===== config.mk =====
export PLATFORM = sky130hd
export DESIGN_NAME = pll_clock_divider_solver
export DESIGN_NICKNAME = d
export VERILOG_FILES = /design/src/rtl/pllcds_pkg.sv /design/src/rtl/pll_clock_divider_solver.sv
export VERILOG_INCLUDE_DIRS = /design/src /design/src/rtl
export SDC_FILE = /design/constraint.sdc
export NUM_CORES = 1
export LEC_CHECK = 0
export ABC_AREA = 1
export BUFFER_PORTS_ARGS = -buffer_cell sky130_fd_sc_hd__buf_2
export CELL_PAD_IN_SITES_DETAIL_PLACEMENT = 1
export CELL_PAD_IN_SITES_GLOBAL_PLACEMENT = 1
export CORE_MARGIN = 4
export CORE_UTILIZATION = 49
export CTS_CLUSTER_SIZE = 8
export DETAILED_ROUTE_END_ITERATION = 16
export GPL_TIMING_DRIVEN = 0
export PLACE_DENSITY_LB_ADDON = 0.08
export SLEW_MARGIN = 0
export SYNTH_ARGS = -nofsm -noshare
export SYNTH_HDL_FRONTEND = slang
export SYNTH_SLANG_ARGS = --single-unit
export TNS_END_PERCENT = 10

===== constraint.sdc =====
create_clock -name clk -period 7.3 [get_ports clk]
set_clock_uncertainty 0.1 [all_clocks]
set_input_delay 1.095 -clock clk [delete_from_list [all_inputs] [get_ports clk]]
set_output_delay 1.095 -clock clk [all_outputs]
set_load 0.01 [all_outputs]

===== src/rtl/pll_clock_divider_solver_assert.svh =====
// assertion macros for the clock plan solver
// used by pll_clock_divider_solver.sv; expects clk and rst_n in scope
`ifndef PLL_CLOCK_DIVIDER_SOLVER_ASSERT_SVH
`define PLL_CLOCK_DIVIDER_SOLVER_ASSERT_SVH
`ifndef SYNTHESIS
`define PCDS_ASSERT(lbl, cond, msg) \
    lbl: assert property (@(posedge clk) disable iff (!rst_n) (cond)) else $error(msg);
`define PCDS_ASSERT_IMP(lbl, ante, cons, msg) \
    lbl: assert property (@(posedge clk) disable iff (!rst_n) (ante) |-> (cons)) else $error(msg);
`define PCDS_ASSERT_NEXT(lbl, ante, cons, msg) \
    lbl: assert property (@(posedge clk) disable iff (!rst_n) (ante) |=> (cons)) else $error(msg);
`else
`define PCDS_ASSERT(lbl, cond, msg)
`define PCDS_ASSERT_IMP(lbl, ante, cons, msg)
`define PCDS_ASSERT_NEXT(lbl, ante, cons, msg)
`endif
`endif


===== src/rtl/pllcds_pkg.sv =====
// types, constants and helpers for the clock plan solver
// no dependencies; imported by pll_clock_divider_solver
`timescale 1ns / 1ps

package pllcds_pkg;

    localparam int FLASH_WAIT_LEVELS_DEF = 2;

    localparam int PLL_SYS_MIN   = 16;
    localparam int PLL_MUL_MIN   = 2;
    localparam int PLL_MUL_MAX   = 16;
    localparam int FLASH_STEP    = 24;
    localparam int KHZ_PER_MHZ   = 1000;
    localparam int AHB_SHIFT_MAX = 8;

    // 2^26 / 1000 rounded up, exact floor for 16 bit operands
    localparam int RECIP_1000 = 67109;
    localparam int RECIP_SHIFT = 26;

    localparam logic [6:0] OSC_RESET  = 7'd8;
    localparam logic [4:0] PMIN_RESET = 5'd1;
    localparam logic [4:0] PMAX_RESET = 5'd16;

    typedef enum logic [1:0] {
        CFG_OSC  = 2'd0,
        CFG_PMIN = 2'd1,
        CFG_PMAX = 2'd2
    } cfg_index_t;

    typedef enum logic [3:0] {
        S_IDLE,
        S_PREP,
        S_PLL_START,
        S_GCD,
        S_DIV,
        S_SCALE,
        S_CHECK,
        S_SHIFT,
        S_INT_MHZ,
        S_DONE
    } state_t;

    typedef struct packed {
        logic [15:0] source_khz;
        logic [15:0] target_freq;
        logic        use_khz;
        logic        pll_request;
    } in_t;

    typedef struct packed {
        logic        use_pll;
        logic [11:0] pll_mul;
        logic [11:0] pll_div;
        logic [3:0]  ahb_shift;
        logic        flash_wait;
        logic [15:0] achieved_freq;
        logic        config_error;
    } out_t;

    // floor(x / 1000) by reciprocal multiply
    function automatic logic [6:0] div1000(input logic [15:0] x);
        logic [32:0] prod;
        prod = 33'(x) * 33'(RECIP_1000);
        return prod[RECIP_SHIFT+6:RECIP_SHIFT];
    endfunction

endpackage


===== src/rtl/pll_clock_divider_solver.sv =====
// clock plan solver top level: sequencer and shared datapath
// depends on pllcds_pkg and pll_clock_divider_solver_assert.svh
`timescale 1ns / 1ps

// Clock plan solver. One item at a time: in_ready is high only while idle.
// Internal oscillator items try one shift per cycle. PLL items walk the
// target downward from min(target, 16 * source MHz) and spend per candidate
// one binary gcd (one step a cycle), two restoring divisions, scaling and
// one check; a fully failing search walks up to roughly 1000 candidates.
// A finished result waits in the output register until taken.
module pll_clock_divider_solver #(
    parameter int FLASH_WAIT_LEVELS = pllcds_pkg::FLASH_WAIT_LEVELS_DEF
) (
    input  logic              clk,
    input  logic              rst_n,
    input  logic              in_valid,
    output logic              in_ready,
    input  pllcds_pkg::in_t   in_data,
    output logic              out_valid,
    input  logic              out_ready,
    output pllcds_pkg::out_t  out_data,
    input  logic              cfg_valid,
    output logic              cfg_ready,
    input  logic [1:0]        cfg_index,
    input  logic [6:0]        cfg_data
);
    import pllcds_pkg::*;

    localparam int DIV_BITS = 11;
    localparam logic [3:0] DIV_LAST = 4'(DIV_BITS - 1);

    state_t state_reg, state_next;

    logic [6:0]  osc_reg;
    logic [4:0]  pmin_reg;
    logic [4:0]  pmax_reg;

    in_t         in_hold_reg, in_hold_next;
    logic [6:0]  base_reg, base_next;
    logic [16:0] ibase_reg, ibase_next;
    logic [10:0] t_reg, t_next;
    logic [10:0] ga_reg, ga_next;
    logic [10:0] gb_reg, gb_next;
    logic [2:0]  twos_reg, twos_next;
    logic [6:0]  g_reg, g_next;
    logic [10:0] dv_num_reg, dv_num_next;
    logic [7:0]  dv_rem_reg, dv_rem_next;
    logic [10:0] dv_q_reg, dv_q_next;
    logic [3:0]  dv_cnt_reg, dv_cnt_next;
    logic        dv_sel_reg, dv_sel_next;
    logic [10:0] m_reg, m_next;
    logic [10:0] d_reg, d_next;
    logic [15:0] mk_reg, mk_next;
    logic [15:0] dk_reg, dk_next;
    logic [3:0]  sh_reg, sh_next;
    logic [15:0] freq_reg, freq_next;
    logic [10:0] mhz_reg, mhz_next;
    logic        pll_reg, pll_next;
    logic        err_reg, err_next;
    out_t        out_reg, out_next;
    logic        out_valid_reg, out_valid_next;

    // shared combinational pieces
    logic [15:0] mul_arg;
    logic [6:0]  q1000;
    logic        pll_path;
    logic        gcd_done;
    logic [7:0]  rem_sh;
    logic        rem_ge;
    logic [10:0] q_new;
    logic        scale_more;
    logic        check_fail;
    logic [15:0] t_cap;
    logic [16:0] shifted;
    logic        shift_hit;
    logic        can_load;
    logic        flash_bit;

    assign mul_arg = (state_reg == S_PREP) ? in_hold_reg.source_khz : freq_reg;
    assign q1000   = div1000(mul_arg);

    assign pll_path = !in_hold_reg.use_khz && in_hold_reg.pll_request
                      && (in_hold_reg.target_freq >= 16'(PLL_SYS_MIN));
    assign gcd_done = (ga_reg == gb_reg);
    assign rem_sh   = {dv_rem_reg[6:0], dv_num_reg[DIV_BITS-1]};
    assign rem_ge   = (rem_sh >= {1'b0, g_reg});
    assign q_new    = {dv_q_reg[DIV_BITS-2:0], rem_ge};
    assign scale_more = (mk_reg < 16'(PLL_MUL_MIN)) || (dk_reg < 16'(pmin_reg));
    assign check_fail = (mk_reg > 16'(PLL_MUL_MAX)) || (dk_reg > 16'(base_reg))
                        || (dk_reg > 16'(pmax_reg));
    assign t_cap    = {5'b0, base_reg, 4'b0};
    assign shifted  = ibase_reg >> sh_reg;
    assign shift_hit = (shifted <= {1'b0, in_hold_reg.target_freq})
                       || (sh_reg == 4'(AHB_SHIFT_MAX));
    assign can_load = !out_valid_reg || out_ready;

    // flash wait states from the clock in MHz
    always_comb
    begin
        int  lvl;
        logic found;
        lvl   = FLASH_WAIT_LEVELS - 1;
        found = 1'b0;
        for (int w = 1; w <= FLASH_WAIT_LEVELS; w++)
        begin
            if (!found && (32'(mhz_reg) <= 32'(FLASH_STEP * w)))
            begin
                lvl   = w - 1;
                found = 1'b1;
            end
        end
        flash_bit = lvl[0];
    end

    // next state
    always_comb
    begin
        state_next = state_reg;
        case (state_reg)
            S_IDLE:      if (in_valid) state_next = S_PREP;
            S_PREP:      state_next = pll_path ? S_PLL_START : S_SHIFT;
            S_PLL_START: state_next = (base_reg == 7'd0) ? S_DONE : S_GCD;
            S_GCD:       if (gcd_done) state_next = S_DIV;
            S_DIV:       if (dv_cnt_reg == DIV_LAST && dv_sel_reg) state_next = S_SCALE;
            S_SCALE:     if (!scale_more) state_next = S_CHECK;
            S_CHECK:
            begin
                if (!check_fail || t_reg == 11'(PLL_SYS_MIN))
                    state_next = S_DONE;
                else
                    state_next = S_GCD;
            end
            S_SHIFT:     if (shift_hit) state_next = S_INT_MHZ;
            S_INT_MHZ:   state_next = S_DONE;
            S_DONE:      if (can_load) state_next = S_IDLE;
            default:     state_next = S_IDLE;
        endcase
    end

    // handshake outputs
    always_comb
    begin
        in_ready  = (state_reg == S_IDLE);
        cfg_ready = 1'b1;
        out_valid = out_valid_reg;
        out_data  = out_reg;
    end

    // datapath
    always_comb
    begin
        in_hold_next = in_hold_reg;
        base_next    = base_reg;
        ibase_next   = ibase_reg;
        t_next       = t_reg;
        ga_next      = ga_reg;
        gb_next      = gb_reg;
        twos_next    = twos_reg;
        g_next       = g_reg;
        dv_num_next  = dv_num_reg;
        dv_rem_next  = dv_rem_reg;
        dv_q_next    = dv_q_reg;
        dv_cnt_next  = dv_cnt_reg;
        dv_sel_next  = dv_sel_reg;
        m_next       = m_reg;
        d_next       = d_reg;
        mk_next      = mk_reg;
        dk_next      = dk_reg;
        sh_next      = sh_reg;
        freq_next    = freq_reg;
        mhz_next     = mhz_reg;
        pll_next     = pll_reg;
        err_next     = err_reg;
        out_next     = out_reg;
        out_valid_next = out_valid_reg && !out_ready;

        case (state_reg)
            S_IDLE:
            begin
                if (in_valid)
                    in_hold_next = in_data;
            end
            S_PREP:
            begin
                base_next  = q1000;
                ibase_next = in_hold_reg.use_khz ? 17'(osc_reg) * 17'(KHZ_PER_MHZ)
                                                 : 17'(osc_reg);
                sh_next    = 4'd0;
                err_next   = 1'b0;
                pll_next   = 1'b0;
            end
            S_PLL_START:
            begin
                pll_next = 1'b1;
                if (base_reg == 7'd0)
                    err_next = 1'b1;
                t_next    = (in_hold_reg.target_freq < t_cap)
                            ? in_hold_reg.target_freq[10:0] : t_cap[10:0];
                ga_next   = (in_hold_reg.target_freq < t_cap)
                            ? in_hold_reg.target_freq[10:0] : t_cap[10:0];
                gb_next   = {4'b0, base_reg};
                twos_next = 3'd0;
            end
            S_GCD:
            begin
                if (gcd_done)
                begin
                    g_next      = 7'(ga_reg << twos_reg);
                    dv_num_next = t_reg;
                    dv_rem_next = 8'd0;
                    dv_q_next   = '0;
                    dv_cnt_next = 4'd0;
                    dv_sel_next = 1'b0;
                end
                else if (!ga_reg[0] && !gb_reg[0])
                begin
                    ga_next   = ga_reg >> 1;
                    gb_next   = gb_reg >> 1;
                    twos_next = twos_reg + 3'd1;
                end
                else if (!ga_reg[0])
                    ga_next = ga_reg >> 1;
                else if (!gb_reg[0])
                    gb_next = gb_reg >> 1;
                else if (ga_reg > gb_reg)
                    ga_next = ga_reg - gb_reg;
                else
                    gb_next = gb_reg - ga_reg;
            end
            S_DIV:
            begin
                // restoring division, one quotient bit a cycle
                dv_rem_next = rem_ge ? (rem_sh - {1'b0, g_reg}) : rem_sh;
                dv_q_next   = q_new;
                dv_num_next = dv_num_reg << 1;
                dv_cnt_next = dv_cnt_reg + 4'd1;
                if (dv_cnt_reg == DIV_LAST)
                begin
                    if (!dv_sel_reg)
                    begin
                        m_next      = q_new;
                        dv_num_next = {4'b0, base_reg};
                        dv_rem_next = 8'd0;
                        dv_q_next   = '0;
                        dv_cnt_next = 4'd0;
                        dv_sel_next = 1'b1;
                    end
                    else
                    begin
                        d_next  = q_new;
                        mk_next = 16'(m_reg);
                        dk_next = 16'(q_new);
                    end
                end
            end
            S_SCALE:
            begin
                if (scale_more)
                begin
                    mk_next = mk_reg + 16'(m_reg);
                    dk_next = dk_reg + 16'(d_reg);
                end
            end
            S_CHECK:
            begin
                if (!check_fail)
                begin
                    mhz_next  = t_reg;
                    freq_next = 16'(t_reg);
                end
                else if (t_reg == 11'(PLL_SYS_MIN))
                    err_next = 1'b1;
                else
                begin
                    t_next    = t_reg - 11'd1;
                    ga_next   = t_reg - 11'd1;
                    gb_next   = {4'b0, base_reg};
                    twos_next = 3'd0;
                end
            end
            S_SHIFT:
            begin
                if (shift_hit)
                    freq_next = shifted[15:0];
                else
                    sh_next = sh_reg + 4'd1;
            end
            S_INT_MHZ:
            begin
                mhz_next = in_hold_reg.use_khz ? 11'(q1000) : freq_reg[10:0];
            end
            S_DONE:
            begin
                if (can_load)
                begin
                    out_valid_next = 1'b1;
                    out_next       = '0;
                    if (err_reg)
                        out_next.config_error = 1'b1;
                    else
                    begin
                        out_next.use_pll       = pll_reg;
                        out_next.pll_mul       = pll_reg ? mk_reg[11:0] : 12'd0;
                        out_next.pll_div       = pll_reg ? dk_reg[11:0] : 12'd0;
                        out_next.ahb_shift     = pll_reg ? 4'd0 : sh_reg;
                        out_next.flash_wait    = flash_bit;
                        out_next.achieved_freq = freq_reg;
                    end
                end
            end
            default: ;
        endcase
    end

    always_ff @(posedge clk or negedge rst_n)
    begin
        if (!rst_n)
        begin
            state_reg     <= S_IDLE;
            out_valid_reg <= 1'b0;
            osc_reg       <= OSC_RESET;
            pmin_reg      <= PMIN_RESET;
            pmax_reg      <= PMAX_RESET;
        end
        else
        begin
            state_reg     <= state_next;
            out_valid_reg <= out_valid_next;
            if (cfg_valid && cfg_ready)
            begin
                case (cfg_index)
                    CFG_OSC:  osc_reg  <= cfg_data;
                    CFG_PMIN: pmin_reg <= cfg_data[4:0];
                    CFG_PMAX: pmax_reg <= cfg_data[4:0];
                    default: ;
                endcase
            end
        end
    end

    always_ff @(posedge clk)
    begin
        in_hold_reg <= in_hold_next;
        base_reg    <= base_next;
        ibase_reg   <= ibase_next;
        t_reg       <= t_next;
        ga_reg      <= ga_next;
        gb_reg      <= gb_next;
        twos_reg    <= twos_next;
        g_reg       <= g_next;
        dv_num_reg  <= dv_num_next;
        dv_rem_reg  <= dv_rem_next;
        dv_q_reg    <= dv_q_next;
        dv_cnt_reg  <= dv_cnt_next;
        dv_sel_reg  <= dv_sel_next;
        m_reg       <= m_next;
        d_reg       <= d_next;
        mk_reg      <= mk_next;
        dk_reg      <= dk_next;
        sh_reg      <= sh_next;
        freq_reg    <= freq_next;
        mhz_reg     <= mhz_next;
        pll_reg     <= pll_next;
        err_reg     <= err_next;
        out_reg     <= out_next;
    end

`include "pll_clock_divider_solver_assert.svh"

    `PCDS_ASSERT_IMP(a_gcd_nonzero, state_reg == S_GCD, ga_reg != 11'd0 && gb_reg != 11'd0, "gcd operand is zero")
    `PCDS_ASSERT_IMP(a_div_nonzero, state_reg == S_DIV, g_reg != 7'd0, "division by zero gcd")
    `PCDS_ASSERT_NEXT(a_accept_prep, in_valid && in_ready, state_reg == S_PREP, "accepted item did not start")
    `PCDS_ASSERT_IMP(a_pll_mul_range, out_valid_reg && out_reg.use_pll, out_reg.pll_mul >= 12'd2 && out_reg.pll_mul <= 12'd16, "pll multiplier out of range")
    `PCDS_ASSERT_IMP(a_err_clean, out_valid_reg && out_reg.config_error, !out_reg.use_pll && out_reg.achieved_freq == 16'd0, "error result not cleared")

endmodule


==> results of run 1 <==
-- placed cells by master, fill, tap and decap left out, types with 4 or more instances in the layout --
cell type,synthesis,routed
o21bai_1,7,7
nor4_1,12,12
clkbuf_1,30,59
nand2_1,432,431
o21ai_1,7,11
or2_2,7,7
a31oi_1,14,14
o221ai_1,7,7
nand2_4,5,5
clkbuf_16,0,43
a211oi_1,4,4
nor2_1,215,215
a21o_1,8,8
o22ai_1,16,16
nor3_1,27,26
o31ai_1,7,7
xor2_1,29,29
xnor2_1,10,10
dfrtp_1,19,19
buf_2,13,109
nand3_1,106,106
o21ai_0,170,165
a21oi_1,138,137
nand2_2,5,6
inv_2,5,5
nand4_1,24,24
inv_1,367,367
buf_1,4,4
o211ai_1,19,19
ha_1,260,260
edfxtp_1,268,268
fa_1,62,62
nand3_2,4,4
-- per-layer routing --
metal / GRT usage [%] / up-vias
met4: 9.19 / 0
met1: 36.2 / 8495
met3: 3.22 / 126
met5: 0 / -
met2: 47.7 / 477
li1: - / 8240
-- cell families (layout without fill, tap and decap cells) --
kind of cell / Yosys count / after routing
adder cells (fa/ha/maj): 322 / 322
flip-flops: 290 / 290
multiplexers: 4 / 4
XOR/XNOR: 39 / 39
AO/OA/AOI/OAI: 418 / 418
other: 1 / 1
AND/OR/NAND/NOR: 848 / 848
buffers and inverters: 426 / 604
-- final cells by class --
cell class                      instances  area, um2
Timing Repair Buffer                  101        558
Buffer                                 49        211
Multi-Input combinational cell       1632      10800
Clock inverter                          3       68.8
Tap cell                              539        674
Clock buffer                           75       1220
Sequential cell                       290       8600
Fill cell                            4965      18600
Inverter                              376       1410
-- what timing repair did --
action / 4_1_cts / 5_1_grt
endpoints found under the setup margin: 0 / 13
hold endpoints to repair: 0 / 0
gates resized for setup: 0 / 3
hold buffers: 0 / 0
-- critical path, stage by stage, from the launching register on --
cell	delay, ps
dfrtp_1	450
nor2_1	310
nand2_4	200
clkbuf_1	320
o21ai_0	640
inv_1	350
ha_1	380
ha_1	190
inv_1	80
fa_1	460
fa_1	550
inv_1	50
fa_1	480
ha_1	310
ha_1	320
nand2_1	160
inv_1	70
a21boi_0	300
a21oi_1	170
nor2_1	180
nand2_1	100
nand2_1	140
nand2_1	80
nand2_1	70
o21ai_1	50
-- metrics by stage --
step / setup WS (ps) / utilization [%] / hold slack (ps)
global placement: -697 / 52.6 / 334
finish: 530 / 55.9 / 367
detailed placement: 114 / 52.8 / 358
CTS: 34.0 / 55.9 / 367
global route: 123 / 55.9 / 377
floorplan: 1020 / - / 324
-- final timing paths --
path / depth (start not counted) / to / slack (ps)
worst min register to register: 0 / out_data[0] / 370
worst max register to register: 24 / mhz_reg[6] / 530
worst min-delay path: 0 / out_data[0] / 370
min in group asynchronous: 1 / pmax_reg[2] / 450
worst max-delay path: 24 / mhz_reg[6] / 530
max in group asynchronous: 1 / osc_reg[2] / 6250
==> impl_metrics.toml, run 1 <==
[layout]
syn2layout_area_growth_pct = 12.1
drive_gt1_share_pct = 8.39
design_area_um2 = 23600
largest_reg_flops = 47
layoutNonFillerInstCount = 3065
design.final.nets = 2863
insertedDiodeCount = 0

[routing]
drt_iter0_markers = 1191
totalWireLength_um = 63400
dr_total_vias = 17300
m1WireLength_um = 27200
dr.max_layer_used = "met4"
first_pass_iters = 5
viasPerCell = 5.66
drc_errors = 0
ant_nets = 0
wire_per_inst_um = 20.7
met2WireLength_um = 30800
wl_met3_um = 3220

[timing]
min_period_ps = 6770
setup_viol = 0
worst_pin_slew_ps = 1290
fmax_mhz = 148
period_share_pct = 92.7
grt_setup_unrepaired = "false"
slew_violations = 0
fin_setup_tns_ps = 0
maxSlewHeadroom_pct = 13.1
hold_violations = 0

[worst_setup_path]
critPathKind = "flip-flop to flip-flop"
startpoint_type = "flip-flop"
critPathArrivalTime_ps = 6960
end_kind = "flip-flop"
cp-startpoint = "state_reg[3]"
r2r_start = "state_reg[3]"
required_ps = 7490
worstPathMaxFanout = 10

[grt]
grt_pass1_wl_um = 102000
grt_pass1_vias = 18700
grt_max_degree = 34
grt_remaining_overflow = 0
antenna_found_initial = 0
grt_use_total_pct = 27.6

[cts]
cts-buffers-inserted = 43
clock-sinks = 290
clk_path_buf_depth = 3
clk_pin_slew_ps = 60
clockRootBuffer = "clkbuf_16"
h-tree-depth = 2
clk_latency_ps = 550
cts_tree = "done"
post_cts_buffers = 0

[yosys]
ys_seq_area_share_pct = 40.9
synth_area_per_cell_um2 = 8.96
synth_top_family_by_area = "adder cells"
synth_most_common_cell = "nand2_1"
synthSimpleGateAreaFrac_pct = 17.0
syn_area_um2 = 21000
synth_fp_nets = 2718
synth_cell_types = 58
async_reset_ff_share_pct = 7.59
synth_adder_area_share_pct = 21.4
ys_seq_elements = 290
synth-main-ff-cell = "edfxtp_1"
synth_compound_area_share_pct = 11.1
synth_edf_count = 268
synth_cells = 2348
synth_area_leaders = "edfxtp_1 (38%), ha_1 (15%), nand2_1 (7.7%)"
synth_mux_area_share_pct = 0.196
synth_common_cells = "nand2_1 (432), inv_1 (367), edfxtp_1 (268)"
ys_warn_count = 0
synth_xor_area_share_pct = 1.62
yosysTopAreaCell = "edfxtp_1"
yosysTopAreaCellShare_pct = 38.2

[die]
num_rows = 75
io_pins = 98
dieArea_um2 = 46300
fp.dieW_um = 215
initial_core_util_pct = 49.8
core_um2 = 42200
dieHeight_um = 215

[place]
placed_cell_area_um2 = 22300
dp_cells = 2988
globalplace.congestion = 0.918
io_buffers = 96
place_hpwl_um = 49600

[worst_hold_path]
hold_path.class = "flip-flop to flip-flop"
min_from = "err_reg"

[status]
status = "complete, no violations"

[job]
cap_violations = 0
Power of run 1 is not shown: default switching activity piles up to over one toggle a cycle in this logic, so the estimate is an artifact.
==> run 2: changes to the inputs <==
- ABC_AREA: 1 -> default
- CORE_UTILIZATION: 49 -> 51
==> run 2 against run 1 <==
Against the previous run:
- worst hold slack gained 36 ps
- die area shrank 5.7%
- core utilization grew 2.1 points
- highest routed layer unchanged
- global-route usage shrank 1.0 points
==> impl_metrics.toml, run 2 <==
[yosys]
yosysTopAreaCell = "edfxtp_1"
async_reset_ff_share_pct = 7.59
ys_warn_count = 0
ys_seq_elements = 290
synth_area_per_cell_um2 = 10.7
synth_cell_types = 82
synth_most_common_cell = "edfxtp_1"
synth-main-ff-cell = "edfxtp_1"
synth_common_cells = "edfxtp_1 (268), ha_1 (260), inv_1 (193)"
synth_edf_count = 268
synth_cells = 1930
ys_seq_area_share_pct = 41.8
synth_fp_nets = 2300
synth_area_leaders = "edfxtp_1 (39%), ha_1 (16%), fa_1 (6.0%)"
syn_area_um2 = 20600
yosysTopAreaCellShare_pct = 39.1

[worst_setup_path]
cp_top_family = "adder cells"
startpoint_type = "flip-flop"
critPathArrivalTime_ps = 7020
worst_path_most_repeated_cell = "fa_1"
worst-path-buf-inv = 4
critPathSlowestCell = "fa_1"
critPathKind = "flip-flop to flip-flop"
end_kind = "flip-flop"
crit_chain = "nor2_4, nand2_2, clkinv_2, buf_8, nand2_1, nand2_1, inv_1, fa_1, fa_1, inv_1, fa_1, fa_1, ha_1, ha_1, and3_1, nand3_1, or4_1, o41ai_4, nor2_1, o41a_1, mux2i_1, o21ai_1"
required_ps = 7470
rrSetupSlack_ps = 450
crit_path_max_incr_delay_ps = 540
worstPathMaxFanout = 33

[timing]
period_share_pct = 93.8
hold_violations = 0
grt_setup_unrepaired = "false"
slew_violations = 0
maxSlewHeadroom_pct = 27.9
fmax_mhz = 146
min_period_ps = 6850
setup_viol = 0
worst_pin_slew_ps = 1080

[cts]
clk_latency_ps = 550
clock-sinks = 290
cts_tree = "done"
clockRootBuffer = "clkbuf_16"
clk_path_buf_depth = 3
cts-buffers-inserted = 42
h-tree-depth = 2
clk_pin_slew_ps = 50
cts_hold_buf = 0

[routing]
dr_total_vias = 15300
totalWireLength_um = 58600
viasPerCell = 5.82
ant_nets = 0
wire_per_inst_um = 22.3
drt_iter0_markers = 834
first_pass_iters = 5
drc_errors = 0

[grt]
antenna_found_initial = 0
grt_max_degree = 35
grt_pass1_wl_um = 92400
grt_use_total_pct = 26.6
grt_pass1_vias = 16500
grt_remaining_overflow = 0

[layout]
layout.cells.most_common = "edfxtp_1"
design_area_um2 = 23100
syn2layout_area_growth_pct = 12.0
mostFrequentLayoutCells = "edfxtp_1 (268), ha_1 (260), inv_1 (193)"
design.final.nets = 2442
drive_gt1_share_pct = 10.6
largest_reg_flops = 47
insertedDiodeCount = 0
fill_cells = 4357
layoutNonFillerInstCount = 2622

[place]
place_hpwl_um = 43900
io_buffers = 96
globalplace.congestion = 0.891
placed_cell_area_um2 = 21800
dp_cells = 2554

[worst_hold_path]
hold_path.class = "flip-flop to flip-flop"

[die]
core_um2 = 39800
dieHeight_um = 209
fp.dieW_um = 209
dieArea_um2 = 43700
io_pins = 98
initial_core_util_pct = 51.7
num_rows = 73

[status]
status = "complete, no violations"

[job]
cap_violations = 0
run 2: cell types whose count changed in the layout (fill, tap and decap cells not counted), moves of 49 or more:
cell | previous run | this run
o21ai_0 | 165 | 94
mux2i_1 | 3 | 52
inv_1 | 367 | 193
nand2_1 | 431 | 174
nand3_1 | 106 | 29
nor2_1 | 215 | 107
and2_1 | 0 | 58
a21oi_1 | 137 | 85
run 2: cells by family after synthesis:
group | Yosys count | share of synthesized area (%)
fa+ha+maj | 322 | 21.8
xor+xnor | 64 | 2.72
simple gates | 552 | 13.2
mux | 86 | 4.54
buf+inv | 262 | 4.93
compound gates | 353 | 11.0
flops | 290 | 41.8
other cells | 1 | 0.0182
run 2: repair_timing:
item	4_1_cts	5_1_grt
gates resized for setup	1	7
pin swaps	0	0
endpoints found under the setup margin	13	7
setup buffers	0	0
run 2: area by class of cell:
cell class                 instances  area (um2)  area share, %
clock buffer                      69        1240           5.36
multi-input combinational       1378       11000           47.8
tap                              525         657           2.85
sequential                       290        8600           37.3
inverter                         198         744           3.23
timing repair buffer              99         536           2.32
buffer                            63         279           1.21
run 2: path summary, 6_finish.rpt:
kind,startpoint,to,cells past startpoint
min reg2reg,pmax_reg[1],pmax_reg[1],1
min,pmax_reg[1],pmax_reg[1],1
max,state_reg[3],mhz_reg[2],22
max in group asynchronous,rst_n,state_reg[2],1
min in group asynchronous,rst_n,osc_reg[1],1
max reg2reg,state_reg[3],mhz_reg[2],22
run 2: layer usage:
metal | track usage [%] | vias to the layer above | wire length, um
met5 | 0 | - | 0
met2 | 47.1 | 355 | 29300
met3 | 3.42 | 102 | 2440
li1 | - | 7125 | -
met1 | 34.5 | 7682 | 25300
met4 | 7.02 | 0 | 1480
run 2: per-stage QoR:
| step | hold slack, ps | TNS [ps] | setup WS, ps | util, % |
|---|---|---|---|---|
| floorplan | 345 | 0 | 349 | - |
| global placement | 390 | -11660 | -1040 | 54.6 |
| detailed placement | 394 | -4200 | -529 | 54.8 |
| CTS | 405 | 0 | 109 | 57.9 |
| global route | 412 | 0 | 64.6 | 57.9 |
| finish | 403 | 0 | 455 | 57.9 |
Power of run 2 is left out for the same reason.
==> run 3: changes to the inputs <==
- PLACE_DENSITY_LB_ADDON: 0.08 -> 0.1
==> run 3 against run 2 <==
Against the previous run:
- first-iteration DRC count grew 3.2%
- global-route usage grew 0.057 points
- fmax shrank 0.46%
- die area is the same
- design area grew 0.28%
- worst hold slack gained 2.0 ps
- non-clock buffer count grew 2
- core utilization grew 0.16 points
- sequential cell count is the same
==> impl_metrics.toml, run 3 (same netlist as run 2, synthesis figures left out) <==
[timing]
whs_ps = 405
worst_pin_slew_ps = 1170
period_share_pct = 94.2
fmax_mhz = 145
grt_setup_unrepaired = "false"
slew_violations = 0
setup_viol = 0
min_period_ps = 6880
maxSlewHeadroom_pct = 21.5
hold_violations = 0

[grt]
grt_max_degree = 34
grt_pass1_wl_um = 92500
grt_pass1_vias = 16800
grt_remaining_overflow = 0
grt_use_total_pct = 26.6
antenna_found_initial = 1

[die]
num_rows = 73
dieHeight_um = 209
core_um2 = 39800
fp.dieW_um = 209
initial_core_util_pct = 51.7
io_pins = 98
dieArea_um2 = 43700

[worst_setup_path]
worst-path-buf-inv = 2
crit_chain = "nor2_4, nand2_2, inv_2, mux2i_2, inv_1, ha_1, ha_1, fa_1, fa_1, fa_1, ha_1, ha_1, and3_1, nand3_1, or4_1, o41ai_4, o31ai_2, a21boi_1, nand3b_1, a31oi_1"
end_kind = "flip-flop"
rrSetupSlack_ps = 420
r2r_cells = 20
r2r_start = "state_reg[3]"
worstPathMaxFanout = 11
worst_path_most_repeated_cell = "ha_1"
cp_top_family = "adder cells"
crit_path_max_incr_delay_ps = 530
r2r_end = "mhz_reg[4]"
critPathKind = "flip-flop to flip-flop"
startpoint_type = "flip-flop"
required_ps = 7480
critPathSlowestCell = "fa_1"
critPathArrivalTime_ps = 7060

[routing]
viasPerCell = 5.87
wire_per_inst_um = 22.0
dr_total_vias = 15400
first_pass_iters = 5
drc_errors = 0
totalWireLength_um = 57900
drt_iter0_markers = 861
ant_nets = 0

[layout]
mostFrequentLayoutCells = "edfxtp_1 (268), ha_1 (260), inv_1 (193)"
largest_reg_flops = 47
seqCellArea_um2 = 8600
fill_cells = 4343
multi_input_area_um2 = 11000
design.final.nets = 2444
drive_gt1_share_pct = 10.7
syn2layout_area_growth_pct = 12.3
layout.cells.most_common = "edfxtp_1"

[worst_hold_path]
min_from = "pmax_reg[1]"
min_to = "pmax_reg[1]"
min_path_cells = 1
hold_path.class = "flip-flop to flip-flop"

[place]
io_buffers = 96
place_hpwl_um = 44000
globalplace.congestion = 0.899

[cts]
cts-buffers-inserted = 42
clk_path_buf_depth = 3
cts_tree = "done"
clk_pin_slew_ps = 50
clockRootBuffer = "clkbuf_16"
cts_hold_buf = 0
h-tree-depth = 2
clock-sinks = 290
clk_latency_ps = 560

[job]
cap_violations = 0

[status]
status = "complete, no violations"
-- run 3: worst register-to-register path, cell delays in order (launching register included) --
cell and delay [ps]:
dfrtp_1 490, nor2_4 230, nand2_2 160, inv_2 310
mux2i_2 540, inv_1 210, ha_1 340, ha_1 310
fa_1 500, fa_1 530, fa_1 510, ha_1 320
ha_1 320, and3_1 170, nand3_1 90, or4_1 480
o41ai_4 370, o31ai_2 140, a21boi_1 240, nand3b_1 140
a31oi_1 100
-- run 3: stage by stage --
step | area, um2 | setup slack (ps) | utilization (%) | TNS [ps] | cells
5_1_grt | 23100 | 49.8 | 58.1 | 0 | 2634
6_report | 23100 | 423 | 58.1 | 0 | 2634
3_3_place_gp | 21700 | -1020 | 54.6 | -11100 | 2551
2_1_floorplan | 20600 | 349 | - | 0 | 1930
3_5_place_dp | 21900 | -511 | 54.9 | -3580 | 2556
4_1_cts | 23100 | 108 | 58.0 | 0 | 2633
-- run 3: area by class of cell --
| type | instances | share of cell area [%] |
|---|---|---|
| clock inverter | 3 | 0.162 |
| tap | 525 | 2.84 |
| inverter | 198 | 3.21 |
| timing repair buffer | 101 | 2.55 |
| antenna | 1 | 0.0108 |
| clock buffer | 75 | 5.21 |
| multi-input combinational | 1378 | 47.6 |
| buffer | 63 | 1.21 |
| sequential | 290 | 37.2 |
-- run 3: how the worst max path moves through the flow --
stage / startpoint / slack, ps / endpoint / cells past startpoint
after global routing: state_reg[3] / 50 / mhz_reg[4] / 22
after global placement: state_reg[3] / -1020 / mhz_reg[4] / 24
after CTS: state_reg[3] / 110 / mhz_reg[4] / 23
after detailed placement: state_reg[3] / -510 / mhz_reg[4] / 24
after floorplan: state_reg[1] / 350 / mhz_reg[4] / 24
final: state_reg[3] / 420 / mhz_reg[4] / 20
-- run 3: routing by layer --
layer	share of wire, %	GRT usage, %	vias up
li1	-	-	7159
met1	42	33.9	7759
met2	50	47.1	411
met3	4.7	3.62	120
met4	3.1	8.53	0
met5	0	0	-
-- run 3: what timing repair did --
item,4_1_cts,5_1_grt
setup endpoints to repair,13,5
hold endpoints to repair,0,0
buffers inserted,0,0
resized for setup,1,5
Power of run 3 is left out for the same reason.
